<file path="config.mk">
export PLATFORM = sky130hd
export DESIGN_NAME = alarm_tone_sequencer
export DESIGN_NICKNAME = d
export VERILOG_FILES = /design/src/sv/ats_pkg.sv /design/src/sv/ats_front.sv /design/src/sv/ats_back.sv /design/src/sv/alarm_tone_sequencer.sv
export SDC_FILE = /design/constraint.sdc
export NUM_CORES = 1
export LEC_CHECK = 0
export BUFFER_PORTS_ARGS = -buffer_cell sky130_fd_sc_hd__buf_4
export CAP_MARGIN = 20
export CORE_ASPECT_RATIO = 0.5
export CORE_MARGIN = 4
export CORE_UTILIZATION = 55
export DETAILED_ROUTE_END_ITERATION = 6
export GPL_ROUTABILITY_DRIVEN = 0
export GPL_TIMING_DRIVEN = 0
export PLACE_DENSITY = 0.76
export RECOVER_POWER = 25
export REMOVE_ABC_BUFFERS = 1
export SLEW_MARGIN = 20
export SYNTH_ARGS = -nofsm -noshare
export SYNTH_HDL_FRONTEND = slang
export SYNTH_SLANG_ARGS = --single-unit
</file>
<file path="constraint.sdc">
create_clock -name clock -period 3.48 [get_ports clock]
set_input_delay 0.174 -clock clock [delete_from_list [all_inputs] [get_ports clock]]
set_output_delay 0.174 -clock clock [all_outputs]
set_load 0.1 [all_outputs]
</file>
<file path="src/sv/ats_pkg.sv">
`default_nettype none
// ----------------------------------------------------------------------------
// ats_pkg: shared definitions of the alarm-tone sequencer
// Queue sizing, signal codes, play phases, command format and the beep tables.
// ----------------------------------------------------------------------------
package ats_pkg;

   // Ring queue of signal codes
   localparam int QUEUE_DEPTH = 16;
   localparam int QIDX_W      = $clog2(QUEUE_DEPTH);

   // Command queue between the front and the back
   localparam int CMD_QUEUE_DEPTH = 4;
   localparam int CMD_PTR_W       = $clog2(CMD_QUEUE_DEPTH);
   localparam int CMD_CNT_W       = $clog2(CMD_QUEUE_DEPTH + 1);

   localparam int CODE_W   = 3;
   localparam int BEEP_W   = 4;
   localparam int MS_W     = 10;
   localparam int PERIOD_W = 11;

   localparam logic [MS_W-1:0] GAP_MS          = 10'd100;
   localparam logic [MS_W-1:0] END_PAUSE_RESET = 10'd500;

   // Tone timer reload values
   localparam int TONE_CLOCK = 500000;
   localparam logic [PERIOD_W-1:0] PERIOD_300HZ  = PERIOD_W'(TONE_CLOCK / 300);
   localparam logic [PERIOD_W-1:0] PERIOD_500HZ  = PERIOD_W'(TONE_CLOCK / 500);
   localparam logic [PERIOD_W-1:0] PERIOD_700HZ  = PERIOD_W'(TONE_CLOCK / 700);
   localparam logic [PERIOD_W-1:0] PERIOD_1000HZ = PERIOD_W'(TONE_CLOCK / 1000);
   localparam logic [PERIOD_W-1:0] PERIOD_1500HZ = PERIOD_W'(TONE_CLOCK / 1500);
   localparam logic [PERIOD_W-1:0] PERIOD_2000HZ = PERIOD_W'(TONE_CLOCK / 2000);

   // Signal codes
   localparam logic [CODE_W-1:0] CODE_NONE      = 3'd0;
   localparam logic [CODE_W-1:0] CODE_STARTUP   = 3'd1;
   localparam logic [CODE_W-1:0] CODE_LOW_BATT  = 3'd2;
   localparam logic [CODE_W-1:0] CODE_CRIT_BATT = 3'd3;
   localparam logic [CODE_W-1:0] CODE_BUCK1_ERR = 3'd4;
   localparam logic [CODE_W-1:0] CODE_BUCK2_ERR = 3'd5;
   localparam logic [CODE_W-1:0] CODE_NO_RA     = 3'd6;
   localparam logic [CODE_W-1:0] CODE_NO_DEC    = 3'd7;

   typedef enum logic [3:0] {
      PH_IDLE  = 4'b0001,
      PH_TONE  = 4'b0010,
      PH_GAP   = 4'b0100,
      PH_PAUSE = 4'b1000
   } phase_type;

   typedef enum logic [0:0] {
      CMD_TICK    = 1'b0,
      CMD_ENQUEUE = 1'b1
   } cmd_kind_type;

   typedef struct packed {
      cmd_kind_type      kind;
      logic [CODE_W-1:0] code;
   } cmd_type;

   function automatic logic [QIDX_W-1:0] queue_idx_next(input logic [QIDX_W-1:0] idx);
      if (idx == QIDX_W'(QUEUE_DEPTH - 1)) begin
         return '0;
      end
      return idx + 1'b1;
   endfunction

   function automatic logic [BEEP_W-1:0] beep_count(input logic [CODE_W-1:0] code);
      logic [BEEP_W-1:0] n;
      case (code) inside
         CODE_STARTUP, CODE_LOW_BATT, CODE_BUCK1_ERR, CODE_BUCK2_ERR: n = 4'd5;
         CODE_CRIT_BATT:                                              n = 4'd10;
         CODE_NO_RA, CODE_NO_DEC:                                     n = 4'd3;
         default:                                                     n = 4'd0;
      endcase
      return n;
   endfunction

   function automatic logic [MS_W-1:0] beep_on_ms(input logic [CODE_W-1:0] code,
                                                  input logic [BEEP_W-1:0] beep);
      logic [MS_W-1:0] ms;
      case (code) inside
         CODE_STARTUP:                       ms = (beep == 4'd3) ? 10'd300 : 10'd100;
         CODE_LOW_BATT, CODE_NO_RA, CODE_NO_DEC: ms = 10'd100;
         CODE_CRIT_BATT:                     ms = 10'd300;
         CODE_BUCK1_ERR, CODE_BUCK2_ERR:     ms = 10'd50;
         default:                            ms = '0;
      endcase
      return ms;
   endfunction

   function automatic logic [PERIOD_W-1:0] beep_period(input logic [CODE_W-1:0] code,
                                                       input logic [BEEP_W-1:0] beep);
      logic [PERIOD_W-1:0] p;
      case (code) inside
         CODE_STARTUP: begin
            case (beep) inside
               4'd0:       p = PERIOD_300HZ;
               4'd1:       p = PERIOD_500HZ;
               4'd2, 4'd4: p = PERIOD_700HZ;
               default:    p = PERIOD_1000HZ;
            endcase
         end
         CODE_LOW_BATT, CODE_CRIT_BATT: p = PERIOD_1000HZ;
         CODE_BUCK1_ERR: p = (beep == 4'd2) ? PERIOD_500HZ : PERIOD_1000HZ;
         CODE_BUCK2_ERR: p = (beep == 4'd2) ? PERIOD_1500HZ : PERIOD_1000HZ;
         CODE_NO_RA:     p = PERIOD_1500HZ;
         CODE_NO_DEC:    p = PERIOD_2000HZ;
         default:        p = '0;
      endcase
      return p;
   endfunction

endpackage
`default_nettype wire

</file>
<file path="src/sv/ats_front.sv">
`default_nettype none
// ----------------------------------------------------------------------------
// ats_front: request intake and command queue
// Accepts request transactions, classifies them as tick or enqueue and holds
// them in a short queue until the sequencer takes them.
// ----------------------------------------------------------------------------
module ats_front
   import ats_pkg::*;
(
   input  wire logic              clock,
   input  wire logic              reset,
   input  wire logic              req_tvalid,
   output      logic              req_tready,
   input  wire logic [7:0]        req_tdata,
   input  wire logic [0:0]        req_tuser,
   output      logic              cmd_valid,
   output      cmd_type           cmd_head,
   input  wire logic              cmd_pop
);

   cmd_type                cmd_q_ff [CMD_QUEUE_DEPTH];
   logic [CMD_PTR_W-1:0]   wr_ptr_ff, wr_ptr_in;
   logic [CMD_PTR_W-1:0]   rd_ptr_ff, rd_ptr_in;
   logic [CMD_CNT_W-1:0]   cnt_ff, cnt_in;
   logic                   push;
   logic                   pop;
   cmd_type                cmd_new;

   assign req_tready = (cnt_ff != CMD_CNT_W'(CMD_QUEUE_DEPTH));
   assign cmd_valid  = (cnt_ff != '0);
   assign cmd_head   = cmd_q_ff[rd_ptr_ff];
   assign push       = req_tvalid && req_tready;
   assign pop        = cmd_pop && cmd_valid;

   // Classify: a tick carries no code
   always_comb begin
      cmd_new.kind = req_tuser[0] ? CMD_ENQUEUE : CMD_TICK;
      cmd_new.code = req_tuser[0] ? req_tdata[CODE_W-1:0] : CODE_NONE;
   end

   always_comb begin
      wr_ptr_in = wr_ptr_ff;
      rd_ptr_in = rd_ptr_ff;
      cnt_in    = cnt_ff;
      if (push) begin
         wr_ptr_in = (wr_ptr_ff == CMD_PTR_W'(CMD_QUEUE_DEPTH - 1)) ? '0 : wr_ptr_ff + 1'b1;
      end
      if (pop) begin
         rd_ptr_in = (rd_ptr_ff == CMD_PTR_W'(CMD_QUEUE_DEPTH - 1)) ? '0 : rd_ptr_ff + 1'b1;
      end
      if (push && !pop) begin
         cnt_in = cnt_ff + 1'b1;
      end else if (pop && !push) begin
         cnt_in = cnt_ff - 1'b1;
      end
   end

   always_ff @(posedge clock) begin
      if (reset) begin
         wr_ptr_ff <= '0;
         rd_ptr_ff <= '0;
         cnt_ff    <= '0;
      end else begin
         wr_ptr_ff <= wr_ptr_in;
         rd_ptr_ff <= rd_ptr_in;
         cnt_ff    <= cnt_in;
      end
   end

   always_ff @(posedge clock) begin
      if (push) begin
         cmd_q_ff[wr_ptr_ff] <= cmd_new;
      end
   end

endmodule
`default_nettype wire

</file>
<file path="src/sv/ats_back.sv">
`default_nettype none
// ----------------------------------------------------------------------------
// ats_back: code queue, beep sequencer and response register
// One command per cycle unless the response stalls; tone state is registered.
// ----------------------------------------------------------------------------
module ats_back
   import ats_pkg::*;
(
   input  wire logic              clock,
   input  wire logic              reset,
   input  wire logic              cmd_valid,
   input  wire cmd_type           cmd_head,
   output      logic              cmd_pop,
   input  wire logic              csr_wr_en,
   input  wire logic [MS_W-1:0]   csr_wr_data,
   output      logic              rsp_tvalid,
   input  wire logic              rsp_tready,
   output      logic [15:0]       rsp_tdata
);

   logic [CODE_W-1:0]   code_store_ff [QUEUE_DEPTH];
   logic [QIDX_W-1:0]   wr_idx_ff, wr_idx_in;
   logic [QIDX_W-1:0]   rd_idx_ff, rd_idx_in;
   logic [CODE_W-1:0]   active_ff, active_in;
   logic [BEEP_W-1:0]   beep_ff, beep_in;
   phase_type           phase_ff, phase_in;
   logic [MS_W-1:0]     ms_ff, ms_in;
   logic [MS_W-1:0]     end_pause_ff;
   logic                rsp_valid_ff, rsp_valid_in;
   logic [15:0]         rsp_data_ff, rsp_data_in;

   logic                take;
   logic                store_we;
   logic [CODE_W-1:0]   pop_code;
   logic [MS_W-1:0]     ms_dec;
   logic [BEEP_W-1:0]   beep_next;
   logic                tone_on;
   logic [PERIOD_W-1:0] tone_period;

   assign take      = cmd_valid && (!rsp_valid_ff || rsp_tready);
   assign cmd_pop   = take;
   assign pop_code  = code_store_ff[rd_idx_ff];
   assign ms_dec    = (ms_ff == '0) ? '0 : ms_ff - 1'b1;
   assign beep_next = beep_ff + 1'b1;

   always_comb begin
      wr_idx_in = wr_idx_ff;
      rd_idx_in = rd_idx_ff;
      active_in = active_ff;
      beep_in   = beep_ff;
      phase_in  = phase_ff;
      ms_in     = ms_ff;
      store_we  = 1'b0;
      if (take) begin
         if (cmd_head.kind == CMD_ENQUEUE) begin
            store_we  = 1'b1;
            wr_idx_in = queue_idx_next(wr_idx_ff);
         end else begin
            case (phase_ff)
               PH_IDLE: begin
                  if (rd_idx_ff != wr_idx_ff) begin
                     rd_idx_in = queue_idx_next(rd_idx_ff);
                     if (pop_code != CODE_NONE) begin
                        active_in = pop_code;
                        beep_in   = '0;
                        phase_in  = PH_TONE;
                        ms_in     = beep_on_ms(pop_code, '0);
                     end
                  end
               end
               PH_TONE: begin
                  ms_in = ms_dec;
                  if (ms_dec == '0) begin
                     phase_in = PH_GAP;
                     ms_in    = GAP_MS;
                  end
               end
               PH_GAP: begin
                  ms_in = ms_dec;
                  if (ms_dec == '0) begin
                     beep_in = beep_next;
                     if (beep_next < beep_count(active_ff)) begin
                        phase_in = PH_TONE;
                        ms_in    = beep_on_ms(active_ff, beep_next);
                     end else if (end_pause_ff != '0) begin
                        phase_in = PH_PAUSE;
                        ms_in    = end_pause_ff;
                     end else begin
                        phase_in = PH_IDLE;
                        ms_in    = '0;
                     end
                  end
               end
               PH_PAUSE: begin
                  ms_in = ms_dec;
                  if (ms_dec == '0) begin
                     phase_in = PH_IDLE;
                  end
               end
               default: begin
                  phase_in = PH_IDLE;
               end
            endcase
         end
      end
   end

   // Response reflects the state after the command
   always_comb begin
      tone_on     = (phase_in == PH_TONE);
      tone_period = tone_on ? beep_period(active_in, beep_in) : '0;
      rsp_data_in = {3'b000, (phase_in != PH_IDLE), tone_period, tone_on};
   end

   always_comb begin
      rsp_valid_in = rsp_valid_ff;
      if (take) begin
         rsp_valid_in = 1'b1;
      end else if (rsp_tready) begin
         rsp_valid_in = 1'b0;
      end
   end

   always_ff @(posedge clock) begin
      if (reset) begin
         wr_idx_ff    <= '0;
         rd_idx_ff    <= '0;
         active_ff    <= CODE_NONE;
         beep_ff      <= '0;
         phase_ff     <= PH_IDLE;
         ms_ff        <= '0;
         end_pause_ff <= END_PAUSE_RESET;
         rsp_valid_ff <= 1'b0;
      end else begin
         wr_idx_ff    <= wr_idx_in;
         rd_idx_ff    <= rd_idx_in;
         active_ff    <= active_in;
         beep_ff      <= beep_in;
         phase_ff     <= phase_in;
         ms_ff        <= ms_in;
         rsp_valid_ff <= rsp_valid_in;
         if (csr_wr_en) begin
            end_pause_ff <= csr_wr_data;
         end
      end
   end

   always_ff @(posedge clock) begin
      if (store_we) begin
         code_store_ff[wr_idx_ff] <= cmd_head.code;
      end
      if (take) begin
         rsp_data_ff <= rsp_data_in;
      end
   end

   assign rsp_tvalid = rsp_valid_ff;
   assign rsp_tdata  = rsp_data_ff;

endmodule
`default_nettype wire

</file>
<file path="src/sv/alarm_tone_sequencer.sv">
`default_nettype none
// ----------------------------------------------------------------------------
// alarm_tone_sequencer: buzzer pattern sequencer with a queue of signal codes
// Top level: request intake, command queue and the beep sequencer.
// ----------------------------------------------------------------------------
// Every request transaction yields exactly one response transaction that shows
// the tone state after that request. A request with tuser set enqueues a
// 3-bit signal code into a 16-entry ring queue (no full check: wrapping onto
// the read pointer empties the queue); a request with tuser clear is one
// millisecond tick. On a tick that finds the sequencer idle with codes waiting,
// one code is popped and, if it is nonzero, its beep list starts; each beep
// sounds for its on-time, then stays silent for 100 ms, and every nonzero code
// ends with end_pause_ms silent ticks (written through csr_wr_en/csr_wr_data,
// reset 500, write only while no request is outstanding). The block takes one
// request per clock while the command queue has room, a rate set by the
// sequencer, which applies one command per cycle while its response is not
// stalled. Each request passes through the command queue and the sequencer's
// response register before rsp_tvalid rises. A four-entry command queue
// between intake and sequencer absorbs response back-pressure; req_tready
// drops only when that queue is full. No clearing pass follows reset.
// ----------------------------------------------------------------------------
module alarm_tone_sequencer
   import ats_pkg::*;
(
   input  wire logic            clock,
   input  wire logic            reset,
   // Request channel
   input  wire logic            req_tvalid,
   output      logic            req_tready,
   input  wire logic [7:0]      req_tdata,   // [2:0] signal_code, [7:3] zero
   input  wire logic [0:0]      req_tuser,   // [0] mode: 0 tick, 1 enqueue
   // Response channel
   output      logic            rsp_tvalid,
   input  wire logic            rsp_tready,
   output      logic [15:0]     rsp_tdata,   // [0] tone_on, [11:1] tone_period,
                                             // [12] busy_res, [15:13] zero
   // Configuration: end_pause_ms
   input  wire logic            csr_wr_en,
   input  wire logic [MS_W-1:0] csr_wr_data
);

   logic    cmd_valid;
   cmd_type cmd_head;
   logic    cmd_pop;

   // Intake: classify each transaction and hold it until the sequencer is free
   ats_front u_front (
      .clock      (clock),
      .reset      (reset),
      .req_tvalid (req_tvalid),
      .req_tready (req_tready),
      .req_tdata  (req_tdata),
      .req_tuser  (req_tuser),
      .cmd_valid  (cmd_valid),
      .cmd_head   (cmd_head),
      .cmd_pop    (cmd_pop)
   );

   // Sequencer: advance the code queue and beep phases, hold the response
   ats_back u_back (
      .clock       (clock),
      .reset       (reset),
      .cmd_valid   (cmd_valid),
      .cmd_head    (cmd_head),
      .cmd_pop     (cmd_pop),
      .csr_wr_en   (csr_wr_en),
      .csr_wr_data (csr_wr_data),
      .rsp_tvalid  (rsp_tvalid),
      .rsp_tready  (rsp_tready),
      .rsp_tdata   (rsp_tdata)
   );

endmodule
`default_nettype wire

</file>
==> flow_metrics.py, run 1 <==
metrics = {
    "outcome": {
        "status": "completed",
    },
    "die": {
        "rows": 27,
        "core_area_sq_mm": 0.0113,
        "initial_core_util": 0.581,
        "die_w_um": 163,
        "fp.dieH_um": 85.3,
        "boundaryPins": 42,
        "die-area_sq_mm": 0.0139,
    },
    "timing": {
        "holdWs_ns": 0.00598,
        "relSlewSlack": 0.218,
        "fmax_mhz": 290,
        "finClkSkew_ns": 0.0124,
        "fin_crit_ns": 3.45,
        "finalSetupTns_ns": 0,
        "report.final.slew_viol_count": 0,
        "setup_violations": 0,
        "min_period_over_period": 0.990,
        "hold_viol": 0,
        "rsz0062_at_grt": "true",
        "max_slew.worst_pin.slew_ns": 1.18,
    },
    "grt": {
        "grt_max_degree": 39,
        "grt_pass1_wl_um": 24900,
        "grtUsageTotal": 0.227,
        "grt_pass1_vias": 4976,
        "antenna_found_initial": 0,
        "gr-total-overflow": 0,
    },
    "finish": {
        "nNetsFinal": 676,
        "mostFrequentLayoutCell": "edfxtp_1",
        "antennaDiodeCount": 0,
        "syn2layout_area_growth_pct": 19.0,
        "drive_above_1_share": 0.201,
        "layout_common_cells": "77 x edfxtp_1, 71 x nor2_1, 48 x dfxtp_1, 44 x nand2_1, 30 x a21oi_1",
        "stdcell_area_sq_mm": 0.00782,
        "fill_cells": 799,
    },
    "detailed_routing": {
        "drt_iter0_markers": 418,
        "ant_nets": 0,
        "drtPass1Iterations": 5,
        "drc": 0,
        "wl_um": 15400,
        "drt-wirelength-per-cell_um": 19.2,
        "vias": 4961,
        "avgViaCountPerCell": 6.16,
    },
    "critical_path": {
        "critical_path_arrival_ns": 3.62,
        "cpPeakStageDelay_ns": 0.59,
        "critPathMaxFanout": 8,
        "critPathKind": "reg -> reg",
        "crit_chain": "or4_4 -> nor4b_4 -> mux2i_2 -> o2111ai_4 -> or3_1 -> a21boi_2 -> nand4b_4 -> o211a_1 -> and2_1",
        "worst_path_max_delay_cell": "or4_4",
        "endpoint_kind": "flop",
        "setup.worst_path.start_class": "flop",
        "worstPathRequired_ns": 3.65,
    },
    "place": {
        "numPortBuffers": 33,
        "hpwl_um": 10000,
        "dpl_cell_area_sq_mm": 0.00691,
    },
    "synthesis": {
        "synth_ff_type": "edfxtp_1",
        "avgSynthCellArea_sq_um": 11.2,
        "netlist_instances": 587,
        "synth-async-reset-ratio": 0,
        "synth_cell_types": 81,
        "seq_area_frac_synth": 0.513,
        "synth-seq-cells": 130,
        "yosysWarnings": 0,
        "syn_area_sq_mm": 0.00657,
        "synth_edf_count": 77,
    },
    "power_and_ir_drop": {
        "powerDensity_mw_per_mm2": 916,
        "irDropWorstVdd_v": 0.000588,
        "leakagePower_nw": 2.83,
    },
    "clock_tree": {
        "cts_tree": "built",
        "cts_made_buffers": 17,
        "clockBufferDepth": 2,
        "cts_root_buffer": "clkbuf_16",
        "clkTransAtPathRegs_ns": 0.06,
        "clk_latency_ns": 0.42,
        "cts.sinks": 130,
        "htreeDepth": 4,
    },
    "run": {
        "maxCapViolCount": 0,
    },
    "min_path": {
        "hold_path_class": "in -> reg",
    },
}
## sequential cells by signal, summed over array words and instances, names as in the netlist, named ones only
register	cells
u_back.wr_idx_ff	4
u_back.active_ff	3
u_back.code_store_ff	48
u_front.rd_ptr_ff	2
u_front.cmd_q_ff	16
u_back.rsp_tvalid	1
u_back.rd_idx_ff	4
u_back.rsp_tdata	13
u_back.beep_ff	4
u_back.phase_ff	4
u_back.ms_ff	10
u_front.wr_ptr_ff	2
u_front.cnt_ff	3
u_back.end_pause_ff	10
## cells in the mapped netlist (10+ instances only)
library cell  count  area [sq um]
a21oi_1          32           160
and2_1           10          62.6
clkbuf_1         13          48.8
dfxtp_1          53          1060
edfxtp_1         77          2310
ha_1             17           213
inv_1            14          52.6
mux2i_1          21           210
mux4_2           16           360
nand2_1          44           165
nand3_1          10          50.1
nor2_1           73           274
nor3_1           24           120
o21ai_0          10          50.1
xor2_1           13           114
## critical path: cells and delay by family, from the launching register on
family          cells  cell delay (ns)
mux                 1             0.36
simple gates        5             1.73
flops               1             0.35
compound gates      3             0.75
## power breakdown
group          internal [W]  total, W  switching, W  leakage [nW]
Sequential          0.00196   0.00217      0.000208          1.15
Clock               0.00109   0.00182      0.000725         0.299
Combinational       0.00108   0.00318       0.00210          1.38
Total               0.00413   0.00716       0.00303          2.83
## final timing paths
check                             from                      to  slack [ns]  cells past startpoint
hold / removal          csr_wr_data[3]  u_back.end_pause_ff[3]       0.006                      3
setup / recovery       u_back.ms_ff[0]     u_back.rsp_tdata[6]        0.03                      9
setup reg to reg       u_back.ms_ff[0]     u_back.rsp_tdata[6]        0.03                      9
hold reg to reg   u_front.rd_ptr_ff[1]    u_front.rd_ptr_ff[1]        0.51                      2
## metrics by stage
stage / std cells / power, W / utilization / setup WS [ns]
global route: 806 / 0.00748 / 0.691 / -0.0515
global placement: 753 / 0.00479 / 0.610 / -0.847
CTS: 801 / 0.00701 / 0.688 / 0.000740
detailed placement: 753 / 0.00484 / 0.611 / -0.548
finish: 806 / 0.00716 / 0.691 / 0.0344
floorplan: 561 / 0.00422 / - / -0.159
## logic make-up (layout without fill, tap and decap cells)
kind of cell / count (synthesis) / in the layout / share of synthesized area
mux: 39 / 39 / 0.0902
simple gates: 219 / 219 / 0.170
fa+ha+maj: 18 / 18 / 0.0354
xor+xnor: 18 / 18 / 0.0240
other cells: 1 / 3 / 0.000571
buf+inv: 43 / 101 / 0.0282
flops: 130 / 130 / 0.513
compound gates: 119 / 119 / 0.139
## routing by layer
| layer | GRT usage | wire (um) | vias to the layer above |
|---|---|---|---|
| met1 | 0.287 | 6750 | 2438 |
| li1 | - | - | 2312 |
| met4 | 0.0890 | 299 | 0 |
| met2 | 0.378 | 7470 | 181 |
| met3 | 0.0573 | 915 | 30 |
| met5 | 0 | 0 | - |
## layout make-up
class	count	area, sq um	area share
clock buffers	19	475	0.0608
repair buffers	54	372	0.0475
clock inverters	13	135	0.0173
inverters	15	56.3	0.00720
well taps	159	199	0.0254
flip-flops and latches	130	3380	0.433
multi-input cells	416	3200	0.409
## timing repair
item,4_1_cts,5_1_grt
buffers inserted,7,5
pin swaps,9,7
hold endpoints to repair,12,0
hold buffers,9,0
gates resized for setup,23,14
setup endpoints to repair,13,12
(Power assumes the default switching activity.)
==> run 2, diff against run 1 <==
--- a/config.mk
+++ b/config.mk
@@ -15,3 +15,3 @@
 export GPL_TIMING_DRIVEN = 0
-export PLACE_DENSITY = 0.76
+export PLACE_DENSITY = 0.84
 export RECOVER_POWER = 25
==> constraint.sdc (replaced) <==
create_clock -name clock -period 3.48 [get_ports clock]
set_input_delay 0.348 -clock clock [delete_from_list [all_inputs] [get_ports clock]]
set_output_delay 0.348 -clock clock [all_outputs]
set_load 0.1 [all_outputs]
==> run 2 against run 1 <==
  * The flow now finishes with violations (design-rule violations, max-capacitance violations, max-slew violations)
  * Register-to-register slack got worse by 0.02 ns
  * Utilization rose by 0.55 points
  * Flip-flop and latch count did not move
  * Sequential share of layout area fell by 0.33 points
  * Critical path type unchanged
==> flow_metrics.py, run 2 (same netlist as run 1, synthesis figures left out) <==
metrics = {
    "critical_path": {
        "critPathKind": "reg -> reg",
        "cpLargestDelayFamily": "simple AND/OR/NAND/NOR gates",
        "cp.buffers_inverters": 2,
        "setup.worst_path.start_class": "flop",
        "worstPathRequired_ns": 3.65,
        "crit_chain": "or4_4 -> or4_4 -> o21ai_4 -> a211oi_4 -> buf_4 -> and3_1 -> o31a_1 -> o2111ai_4 -> inv_2 -> o211a_1 -> and2_1",
        "worst_path_max_delay_cell": "or4_4",
        "critical_path_arrival_ns": 3.64,
        "crit_top_cell": "or4_4",
        "cpPeakStageDelay_ns": 0.59,
        "endpoint_kind": "flop",
        "critPathMaxFanout": 6,
    },
    "finish": {
        "antennaDiodeCount": 0,
        "fill_cells": 743,
        "seqCellArea_sq_mm": 0.00338,
        "layout_common_cells": "77 x edfxtp_1, 72 x nor2_1, 47 x dfxtp_1, 47 x buf_4, 44 x nand2_1",
        "multiInputGateArea_sq_mm": 0.00325,
        "syn2layout_area_growth_pct": 19.9,
        "mostFrequentLayoutCell": "edfxtp_1",
        "nNetsFinal": 685,
        "largest_reg_flops": 48,
        "top_register": "u_back.code_store_ff",
        "drive_above_1_share": 0.229,
    },
    "clock_tree": {
        "cts_tree": "built",
        "cts_made_buffers": 17,
        "cts_root_buffer": "clkbuf_16",
        "cts.sinks": 130,
        "htreeDepth": 4,
        "clkTransAtPathRegs_ns": 0.06,
        "ctsHoldBuffers": 0,
        "clk_latency_ns": 0.42,
        "clockBufferDepth": 2,
    },
    "grt": {
        "grt_pass1_wl_um": 26500,
        "grt_max_degree": 39,
        "gr-total-overflow": 0,
        "antenna_found_initial": 0,
        "grtUsageTotal": 0.242,
        "grt_pass1_vias": 5215,
    },
    "min_path": {
        "hold_path_class": "in -> reg",
    },
    "outcome": {
        "status": "finished, violations left",
        "violations": "design-rule violations, max-capacitance violations, max-slew violations",
    },
    "detailed_routing": {
        "drt-met1-wl_um": 6560,
        "wl_um": 16900,
        "drc": 4,
        "wl_met2_um": 8340,
        "top_layer": "met4",
        "met3_length_um": 1400,
        "drt-wirelength-per-cell_um": 20.8,
        "vias": 5316,
        "drtPass1Iterations": 7,
        "drt_iter0_markers": 655,
        "ant_nets": 0,
        "avgViaCountPerCell": 6.52,
    },
    "place": {
        "hpwl_um": 10400,
        "numPortBuffers": 33,
        "pre_cts_ws_ns": -0.463,
    },
    "timing": {
        "max_slew.worst_pin.slew_ns": 1.95,
        "hold_viol": 0,
        "finClkSkew_ns": 0.0116,
        "fmax_mhz": 288,
        "rsz0062_at_grt": "true",
        "fin_crit_ns": 3.47,
        "relSlewSlack": -0.299,
        "finalSetupTns_ns": 0,
        "fin_ws_ns": 0.0135,
        "holdWs_ns": 0.145,
        "min_period_over_period": 0.996,
        "setup_violations": 0,
        "report.final.slew_viol_count": 39,
    },
    "power_and_ir_drop": {
        "powerDensity_mw_per_mm2": 950,
        "irDropWorstVdd_v": 0.000523,
        "leakagePower_nw": 2.85,
    },
    "die": {
        "initial_core_util": 0.581,
        "fp.dieH_um": 85.3,
        "boundaryPins": 42,
        "rows": 27,
        "die-area_sq_mm": 0.0139,
        "core_area_sq_mm": 0.0113,
        "die_w_um": 163,
    },
    "run": {
        "maxCapViolCount": 1,
    },
}
==> run 2: layout make-up <==
type                            instances  share of cell area
Multi-Input combinational cell        417               0.412
Clock inverter                         14              0.0195
Clock buffer                           18              0.0545
Inverter                               15             0.00714
Sequential cell                       130               0.429
Timing Repair Buffer                   62              0.0521
Tap cell                              159              0.0252
==> run 2: through the flow <==
| stage | util | power (W) | cells | cell area, sq um |
|---|---|---|---|---|
| 4_1_cts | 0.684 | 0.00716 | 800 | 7740 |
| 6_report | 0.696 | 0.00749 | 815 | 7880 |
| 3_5_place_dp | 0.611 | 0.00487 | 754 | 6920 |
| 3_3_place_gp | 0.610 | 0.00478 | 753 | 6900 |
| 2_1_floorplan | - | 0.00422 | 561 | 6450 |
| 5_1_grt | 0.696 | 0.00780 | 815 | 7880 |
==> run 2: worst paths after layout <==
| check | start | endpoint | slack, ns | cells after the start |
|---|---|---|---|---|
| setup reg to reg | u_back.ms_ff[1] | u_back.rsp_tdata[6] | 0.01 | 11 |
| hold / removal | csr_wr_data[8] | u_back.end_pause_ff[8] | 0.14 | 3 |
| hold reg to reg | u_back.end_pause_ff[8] | u_back.end_pause_ff[8] | 0.52 | 2 |
| setup / recovery | u_back.ms_ff[1] | u_back.rsp_tdata[6] | 0.01 | 11 |
==> run 2: metal layers <==
layer / track usage / vias up
met2: 0.413 / 325
met1: 0.291 / 2581
met4: 0.113 / 0
li1: - / 2334
met3: 0.0611 / 76
met5: 0 / -
==> run 2: power breakdown <==
part	leakage, nW	internal, W	switching [W]
logic	1.43	0.00124	0.00230
registers	1.15	0.00196	0.000218
clock network	0.278	0.00106	0.000698
==> run 2: timing repair <==
action / 4_1_cts / 5_1_grt
gates resized for setup: 21 / 19
gates cloned: 1 / 0
buffers inserted: 13 / 15
pin swaps: 7 / 10
endpoints found under the setup margin: 12 / 12
==> run 2: tightest hold or removal path, stage by stage <==
cell	delay (ns)
buf_4	0.07
mux2i_1	0.05
nand2_1	0.05
==> run 3, diff against run 2 <==
CORE_MARGIN = default   (was 4)
==> run 3 against run 2 <==
  * The run ends with max-capacitance violations, max-slew violations, negative setup slack left
  * Flip-flop and latch count is the same
  * Global-route usage up 3.5 points
  * Sequential power about the same
  * Critical endpoint is now u_back.rsp_tdata[4]
  * Largest power group unchanged
==> flow_metrics.py, run 3 (same netlist as run 1, synthesis figures left out) <==
metrics = {
    "outcome": {
        "status": "finished, violations left",
        "violations": "max-capacitance violations, max-slew violations, negative setup slack",
    },
    "timing": {
        "finClkSkew_ns": 0.00815,
        "report.final.slew_viol_count": 39,
        "rsz0062_at_grt": "true",
        "setup_violations": 3,
        "fin_ws_ns": -0.0395,
        "hold_viol": 0,
        "fmax_mhz": 284,
        "fin_crit_ns": 3.52,
        "relSlewSlack": -0.302,
        "min_period_over_period": 1.01,
        "max_slew.worst_pin.slew_ns": 1.95,
    },
    "clock_tree": {
        "clockBufferDepth": 2,
        "cts_tree": "built",
        "cts_root_buffer": "clkbuf_16",
        "htreeDepth": 4,
        "cts.sinks": 130,
        "cts_made_buffers": 17,
        "ctsHoldBuffers": 0,
        "clkTransAtPathRegs_ns": 0.06,
        "clk_latency_ns": 0.42,
    },
    "finish": {
        "top_register": "u_back.code_store_ff",
        "mostFrequentLayoutCell": "edfxtp_1",
        "syn2layout_area_growth_pct": 20.3,
        "largest_reg_flops": 48,
        "antennaDiodeCount": 0,
        "drive_above_1_share": 0.237,
        "layout_common_cells": "77 x edfxtp_1, 70 x nor2_1, 48 x dfxtp_1, 47 x buf_4, 44 x nand2_1",
        "stdcell_count": 810,
        "nNetsFinal": 680,
        "fin_util": 0.699,
    },
    "critical_path": {
        "worst_path_max_delay_cell": "or4_4",
        "critPathMaxFanout": 6,
        "reg2reg_to": "u_back.rsp_tdata[4]",
        "rr_startpoint": "u_back.ms_ff[0]",
        "crit_chain": "or4_4 -> nor4b_4 -> mux2_4 -> a211oi_4 -> buf_4 -> nor2_1 -> o31a_1 -> o2111ai_4 -> nor2_1 -> a32o_1",
        "crit_end": "u_back.rsp_tdata[4]",
        "setup.worst_path.start_class": "flop",
        "critPathKind": "reg -> reg",
        "critical_path_arrival_ns": 3.70,
        "cpPeakStageDelay_ns": 0.55,
        "reg2regPathDepth": 10,
        "worst-path-stages": 10,
        "r2r_slack_ns": -0.04,
        "endpoint_kind": "flop",
        "crit_top_cell": "nor2_1",
        "cpLargestDelayFamily": "compound AO/OA/AOI/OAI gates",
        "cp-startpoint": "u_back.ms_ff[0]",
        "worstPathRequired_ns": 3.66,
        "cp.buffers_inverters": 1,
    },
    "place": {
        "hpwl_um": 10200,
        "dpl.cell_count": 753,
        "numPortBuffers": 33,
    },
    "die": {
        "die_w_um": 157,
        "initial_core_util": 0.581,
        "boundaryPins": 42,
        "die-area_sq_mm": 0.0124,
        "core_area_sq_mm": 0.0113,
        "fp.dieH_um": 79.3,
        "rows": 27,
    },
    "run": {
        "maxCapViolCount": 1,
    },
    "detailed_routing": {
        "drc": 0,
        "drt_iter0_markers": 637,
        "avgViaCountPerCell": 6.53,
        "drt-wirelength-per-cell_um": 20.9,
        "wl_um": 16900,
        "drtPass1Iterations": 5,
        "vias": 5291,
        "ant_nets": 0,
    },
    "grt": {
        "antenna_found_initial": 0,
        "grt_max_degree": 39,
        "gr-total-overflow": 0,
        "grtUsageTotal": 0.277,
        "grt_pass1_wl_um": 25700,
        "grt_pass1_vias": 4802,
    },
    "power_and_ir_drop": {
        "irDropWorstVdd_v": 0.000520,
        "powerDensity_mw_per_mm2": 967,
        "leakagePower_nw": 2.87,
    },
    "min_path": {
        "hold_path_class": "in -> reg",
    },
}
run 3: changes by cell type in the layout (fill, tap and decap cells not counted), sizes merged:
cell	delta
clkinvlp	-3
inv	+3
a211oi	-1
buf	-1
bufinv	-1
clkbuf	-1
clkinv	-1
run 3: final cells by class:
cell class	instances	area, sq um
Fill cell	686	3410
Sequential cell	130	3380
Multi-Input combinational cell	416	3290
Clock buffer	20	469
Timing Repair Buffer	58	394
Tap cell	159	199
Clock inverter	12	116
Inverter	15	58.8
run 3: where the power goes:
group	total [W]	internal, W	switching [W]
Sequential	0.00218	0.00196	0.000222
Clock	0.00175	0.00106	0.000691
Combinational	0.00371	0.00137	0.00234
Total	0.00765	0.00439	0.00325
run 3: worst min-delay path: cells and delay by family:
family | cells | cell delay (ns)
buf+inv | 1 | 0.08
mux | 1 | 0.05
simple gates | 1 | 0.05
run 3: worst min-delay path by stage:
stage	start	endpoint	depth (start not counted)
floorplan	reset	u_back.rsp_tvalid	1
global placement	u_front.rd_ptr_ff[1]	u_front.rd_ptr_ff[1]	2
detailed placement	u_front.rd_ptr_ff[1]	u_front.rd_ptr_ff[1]	2
CTS	csr_wr_data[8]	u_back.end_pause_ff[8]	3
global route	csr_wr_data[7]	u_back.end_pause_ff[7]	3
finish	csr_wr_data[7]	u_back.end_pause_ff[7]	3
run 3: metrics by stage:
| step | area [sq um] | total power (W) | hold slack (ns) | setup slack (ns) | TNS, ns |
|---|---|---|---|---|---|
| final | 7910 | 0.00765 | 0.137 | -0.0395 | -0.0686 |
| after global routing | 7910 | 0.00790 | 0.141 | -0.144 | -0.901 |
| after CTS | 7700 | 0.00715 | 0.131 | 0.00203 | 0 |
| after detailed placement | 6910 | 0.00485 | 0.483 | -0.471 | -4.13 |
| after global placement | 6900 | 0.00477 | 0.475 | -0.752 | -7.62 |
| after floorplan | 6450 | 0.00422 | 0.417 | -0.159 | -0.379 |
run 3: per-layer routing:
layer  global-route usage  share of wire  vias to the layer above  wire length, um
met5                    0              0                        -                0
met4               0.0980          0.035                        0              592
met3               0.0655          0.068                       61             1150
met2                0.479           0.50                      294             8490
met1                0.342           0.40                     2619             6680
li1                     -              -                     2317                -
run 3: repair_timing:
action                                  CTS  global route
pin swaps                                 6            18
endpoints found under the setup margin   13            13
buffers inserted                         11            14
gates resized for setup                  21            29
